File: src/assert_macros.svh
// Assertion macros used by the top-level RTL file.
`ifndef ASSERT_MACROS_SVH
`define ASSERT_MACROS_SVH

// Check an implication on every rising clk edge outside reset.
`define TFD_ASSERT(lbl, prop, msg) \
  lbl: assert property (@(posedge clk) disable iff (rst) prop) else $error(msg);

// Check a condition that must hold on every rising clk edge, also in reset.
`define TFD_ASSERT_ALWAYS(lbl, prop, msg) \
  lbl: assert property (@(posedge clk) prop) else $error(msg);

`endif

File: src/tfd_pkg.sv
// Types, constants and register codes of the tracked height fall detector.
package tfd_pkg;

  localparam int TRACKS_DEF = 32;
  localparam int HISTORY_DEPTH_DEF = 32;

  localparam logic OP_SAMPLE = 1'b0;
  localparam logic OP_EOF    = 1'b1;

  localparam logic [2:0] REG_SENTINEL  = 3'd0;
  localparam logic [2:0] REG_RATIO     = 3'd1;
  localparam logic [2:0] REG_MIN_H     = 3'd2;
  localparam logic [2:0] REG_MAX_SPEED = 3'd3;
  localparam logic [2:0] REG_GAIN      = 3'd4;
  localparam logic [2:0] REG_REQUIRED  = 3'd5;
  localparam logic [2:0] REG_DISPLAY   = 3'd6;
  localparam logic [2:0] REG_COOLDOWN  = 3'd7;

  localparam logic signed [15:0] SENTINEL_RST  = 16'sh8000;
  localparam logic [7:0]         RATIO_RST     = 8'd128;
  localparam logic signed [15:0] MIN_H_RST     = 16'sd256;
  localparam logic signed [23:0] MAX_SPEED_RST = -24'sd256;
  localparam logic [16:0]        GAIN_RST      = 17'd74473;
  localparam logic [7:0]         REQUIRED_RST  = 8'd3;
  localparam logic [7:0]         DISPLAY_RST   = 8'd36;
  localparam logic [7:0]         COOLDOWN_RST  = 8'd36;

  typedef struct packed {
    logic signed [15:0] empty_height;
    logic [7:0]         fall_ratio;
    logic signed [15:0] min_height;
    logic signed [23:0] speed_limit;
    logic [16:0]        frame_gain;
    logic [7:0]         required_frames;
    logic [7:0]         show_frames;
    logic [7:0]         hold_frames;
  } cfg_t;

  typedef enum logic [2:0] {
    ST_IDLE,
    ST_S_REC,
    ST_S_HIST,
    ST_S_EVAL,
    ST_E_OUT
  } state_t;

endpackage

File: src/tfd_cfg.sv
// APB register file holding the detector configuration.
module tfd_cfg (
  input  logic              clk,
  input  logic              rst,
  input  logic              psel,
  input  logic              penable,
  input  logic              pwrite,
  input  logic [4:0]        paddr,
  input  logic [31:0]       pwdata,
  output logic [31:0]       prdata,
  output logic              pready,
  output tfd_pkg::cfg_t     cfg
);
  import tfd_pkg::*;

  logic       wr;
  logic [2:0] idx;

  assign pready = 1'b1;
  assign idx = paddr[4:2];
  assign wr = psel && penable && pwrite && pready;

  always_ff @(posedge clk) begin
    if (rst) begin
      cfg.empty_height    <= SENTINEL_RST;
      cfg.fall_ratio      <= RATIO_RST;
      cfg.min_height      <= MIN_H_RST;
      cfg.speed_limit     <= MAX_SPEED_RST;
      cfg.frame_gain      <= GAIN_RST;
      cfg.required_frames <= REQUIRED_RST;
      cfg.show_frames     <= DISPLAY_RST;
      cfg.hold_frames     <= COOLDOWN_RST;
    end else if (wr) begin
      unique case (idx)
        REG_SENTINEL:  cfg.empty_height    <= pwdata[15:0];
        REG_RATIO:     cfg.fall_ratio      <= pwdata[7:0];
        REG_MIN_H:     cfg.min_height      <= pwdata[15:0];
        REG_MAX_SPEED: cfg.speed_limit     <= pwdata[23:0];
        REG_GAIN:      cfg.frame_gain      <= pwdata[16:0];
        REG_REQUIRED:  cfg.required_frames <= pwdata[7:0];
        REG_DISPLAY:   cfg.show_frames     <= pwdata[7:0];
        REG_COOLDOWN:  cfg.hold_frames     <= pwdata[7:0];
        default: ;
      endcase
    end
  end

  always_comb begin
    prdata = '0;
    unique case (idx)
      REG_SENTINEL:  prdata = {16'b0, cfg.empty_height};
      REG_RATIO:     prdata = {24'b0, cfg.fall_ratio};
      REG_MIN_H:     prdata = {16'b0, cfg.min_height};
      REG_MAX_SPEED: prdata = {8'b0, cfg.speed_limit};
      REG_GAIN:      prdata = {15'b0, cfg.frame_gain};
      REG_REQUIRED:  prdata = {24'b0, cfg.required_frames};
      REG_DISPLAY:   prdata = {24'b0, cfg.show_frames};
      REG_COOLDOWN:  prdata = {24'b0, cfg.hold_frames};
      default:       prdata = '0;
    endcase
  end

endmodule

File: config.mk
export PLATFORM = sky130hd
export DESIGN_NAME = tfd_cfg
export DESIGN_NICKNAME = d
export VERILOG_FILES = /design/src/assert_macros.svh /design/src/tfd_pkg.sv /design/src/tfd_cfg.sv
export SDC_FILE = /design/constraint.sdc
export NUM_CORES = 1
export LEC_CHECK = 0
export ABC_CLOCK_PERIOD_IN_PS = 1600
export BUFFER_PORTS_ARGS = -buffer_cell sky130_fd_sc_hd__buf_4
export CAP_MARGIN = 40
export CORE_MARGIN = 5
export CORE_UTILIZATION = 45
export DETAILED_ROUTE_END_ITERATION = 12
export PLACE_DENSITY = 0.8
export SYNTH_ARGS = -nofsm -noshare
export SYNTH_HDL_FRONTEND = slang
export SYNTH_SLANG_ARGS = --single-unit
File: constraint.sdc
create_clock -name clk -period 1.6 [get_ports clk]
set_input_delay 0.32 -clock clk [delete_from_list [all_inputs] [get_ports clk]]
set_output_delay 0.32 -clock clk [all_outputs]
set_load 0.02 [all_outputs]
==> qor.yml <==
status:
  status: "complete, but fails checks"
  violations: "setup timing"
timing:
  hold_viol: 0
  clock_skew_ps: 0
  setup_viol: 24
  finalCritPeriodShare_pct: 123.0
  report.final.slew_viol_count: 0
  fin_tns_setup_ps: -5606
  final.setup.worst_slack_ps: -368.6
  min_period_ps: 1969
  rsz0062_at_grt: "true"
  fmax_mhz: 508.0
logic_synthesis:
  ys_types: 34
  synthesis.area_sq_mm: 0.004887
  synth_area_leaders: "dfxtp_1 43%, nand2_1 14%, a21oi_1 8.7%, nand3b_1 4.6%, o21ai_0 2.7%"
  yosys-top-cells-count: "183 x nand2_1, 105 x dfxtp_1, 85 x a21oi_1"
  yosys_warnings: 0
  synth-edff-count: 0
  synthCells: 637
  synth_most_common_cell: "nand2_1"
  synthArstFlopShare_pct: 0
  synth_area_leader_cell: "dfxtp_1"
  syn_area_per_cell_sq_um: 7.672
  ys_seq_area_share_pct: 43.01
  synth_ff_type: "dfxtp_1"
  netlist.area_leader.share_pct: 43.01
  synth_seq_cells: 105
placement:
  port_buffers: 160
  hpwl_microns: 12840
  gp_congestion: 0.9260
hold_path:
  hold_class: "in2reg"
floorplan:
  io_pins: 180
  rows: 38
  dieWidth_microns: 114.2
  die_area_sq_mm: 0.01305
  die_h_microns: 114.2
  core_sq_mm: 0.01075
  start_util_pct: 45.48
routing:
  vias: 5226
  drtIter0Drc: 455
  routedWlPerCell_microns: 17.47
  wirelength_microns: 16800
  drc: 0
  detail-route-antenna-nets: 0
  firstDrtPassIters: 5
  vias_per_cell: 5.432
power_and_ir_drop:
  irDropWorstVdd_mv: 0.3817
  leakagePower_nw: 3.008
  p_total_w: 0.005091
  p_per_area_mw_per_mm2: 723.2
global_route:
  grt_antenna_before_repair: 0
  grt.overflow.total: 0
  grt_max_degree: 38
  grt_usage_pct: 25.19
  grt_pass1_vias: 5060
  grt_pass1_wl_microns: 26360
layout:
  synthToLayoutAreaGrowth_pct: 44.06
  drive_gt1_share_pct: 37.35
  fin_nets: 860
  fin_util_pct: 65.52
  max_flop_register: "cfg"
  largest_reg_flops: 105
  antenna_cells: 0
  largestRegisters: "cfg x105"
clock_tree:
  cts_tree: "yes"
  cts.htree.levels: 3
  holdBufCountCts: 0
  cts.sinks: 105
  clk_latency_ps: 360
  cts_max_path_buffers: 2
  root_buffer: "clkbuf_8"
  clkTransAtPathRegs_ps: 100
  numCtsBuffers: 9
worst_setup_path:
  crit_arrival_ps: 1650
  critPathMaxFanout: 2
  cp.required_ps: 1280
  rrSetupSlack_ps: 750
  critPathLaunchType: "register"
  path_class: "reg2out"
  end_kind: "output pin"
run:
  maxCapViolCount: 0
==> critical path, cell delays in order, from the launching register on <==
cell	delay (ps)
dfxtp_2	340
mux2_4	260
a22o_1	190
a221oi_2	300
nor2_2	60
buf_6	130
==> worst paths after layout <==
check	start	endpoint	cells after the start
setup / recovery	cfg[21]$_SDFFE_PP0P_	prdata[5]	5
hold / removal	pwdata[22]	cfg[63]$_SDFFE_PP1P_	3
setup reg to reg	cfg[21]$_SDFFE_PP0P_	cfg[21]$_SDFFE_PP0P_	4
hold reg to reg	cfg[39]$_SDFFE_PP0P_	cfg[39]$_SDFFE_PP0P_	2
==> layer usage <==
layer / GRT usage [%] / vias to the layer above / wire length [microns]
met3: 4.598 / 36 / 1535
met5: 0 / - / 0
met1: 33.45 / 2464 / 6858
li1: - / 2457 / -
met4: 8.630 / 0 / 359
met2: 41.26 / 269 / 8050
==> report_power, final <==
part / internal, W / leakage (nW) / switching, W / total [W]
logic: 0.000338 / 2.07 / 0.000448 / 0.000786
registers: 0.00264 / 0.851 / 0.0000218 / 0.00266
clock network: 0.000762 / 0.0916 / 0.000886 / 0.00165
==> logic make-up after synthesis <==
kind of cell / share of synthesized area (%)
buffers and inverters: 8.371
AO/OA/AOI/OAI: 17.46
flip-flops: 43.01
multiplexers: 4.071
AND/OR/NAND/NOR: 26.93
other: 0.1537
==> final cells by class <==
| cell class | instances | area (sq um) |
|---|---|---|
| fillers | 900 | 3705 |
| inverters | 17 | 63.81 |
| flip-flops and latches | 105 | 2118 |
| repair buffers | 227 | 1846 |
| clock inverters | 4 | 53.80 |
| well taps | 140 | 175.2 |
| clock buffers | 11 | 141.4 |
| multi-input cells | 458 | 2643 |
==> layout by cell type (no fill, tap or decap), types with 7 or more instances in the layout <==
| master | instances |
|---|---|
| buf_6 | 9 |
| nand3b_1 | 30 |
| nor2_1 | 21 |
| conb_1 | 9 |
| mux2i_1 | 11 |
| inv_1 | 17 |
| a21oi_2 | 8 |
| a221oi_2 | 10 |
| nor2_4 | 7 |
| a21oi_1 | 76 |
| buf_12 | 8 |
| o21ai_0 | 24 |
| nor2b_1 | 11 |
| clkbuf_8 | 10 |
| nand2_1 | 183 |
| nor2_2 | 9 |
| dfxtp_1 | 92 |
| and2_1 | 7 |
| buf_4 | 209 |
| o21bai_1 | 8 |
| dfxtp_2 | 13 |
==> metrics by stage <==
stage	worst slack, ps	area (sq um)	hold WS [ps]	std cells
after floorplan	-116.2	5172	437.8	644
after global placement	-394.2	6696	455.7	945
after detailed placement	-392.6	6696	466.0	945
after CTS	-392.7	7010	141.1	961
after global routing	-432.3	7041	154.4	962
final	-368.6	7041	155.1	962
==> repair_timing <==
| action | CTS | global route |
|---|---|---|
| endpoints found under the setup margin | 24 | 24 |
| gates resized for setup | 30 | 10 |
| pin swaps | 15 | 11 |
| cloned | 0 | 0 |
| setup buffers | 1 | 1 |
(Power assumes the default switching activity.)
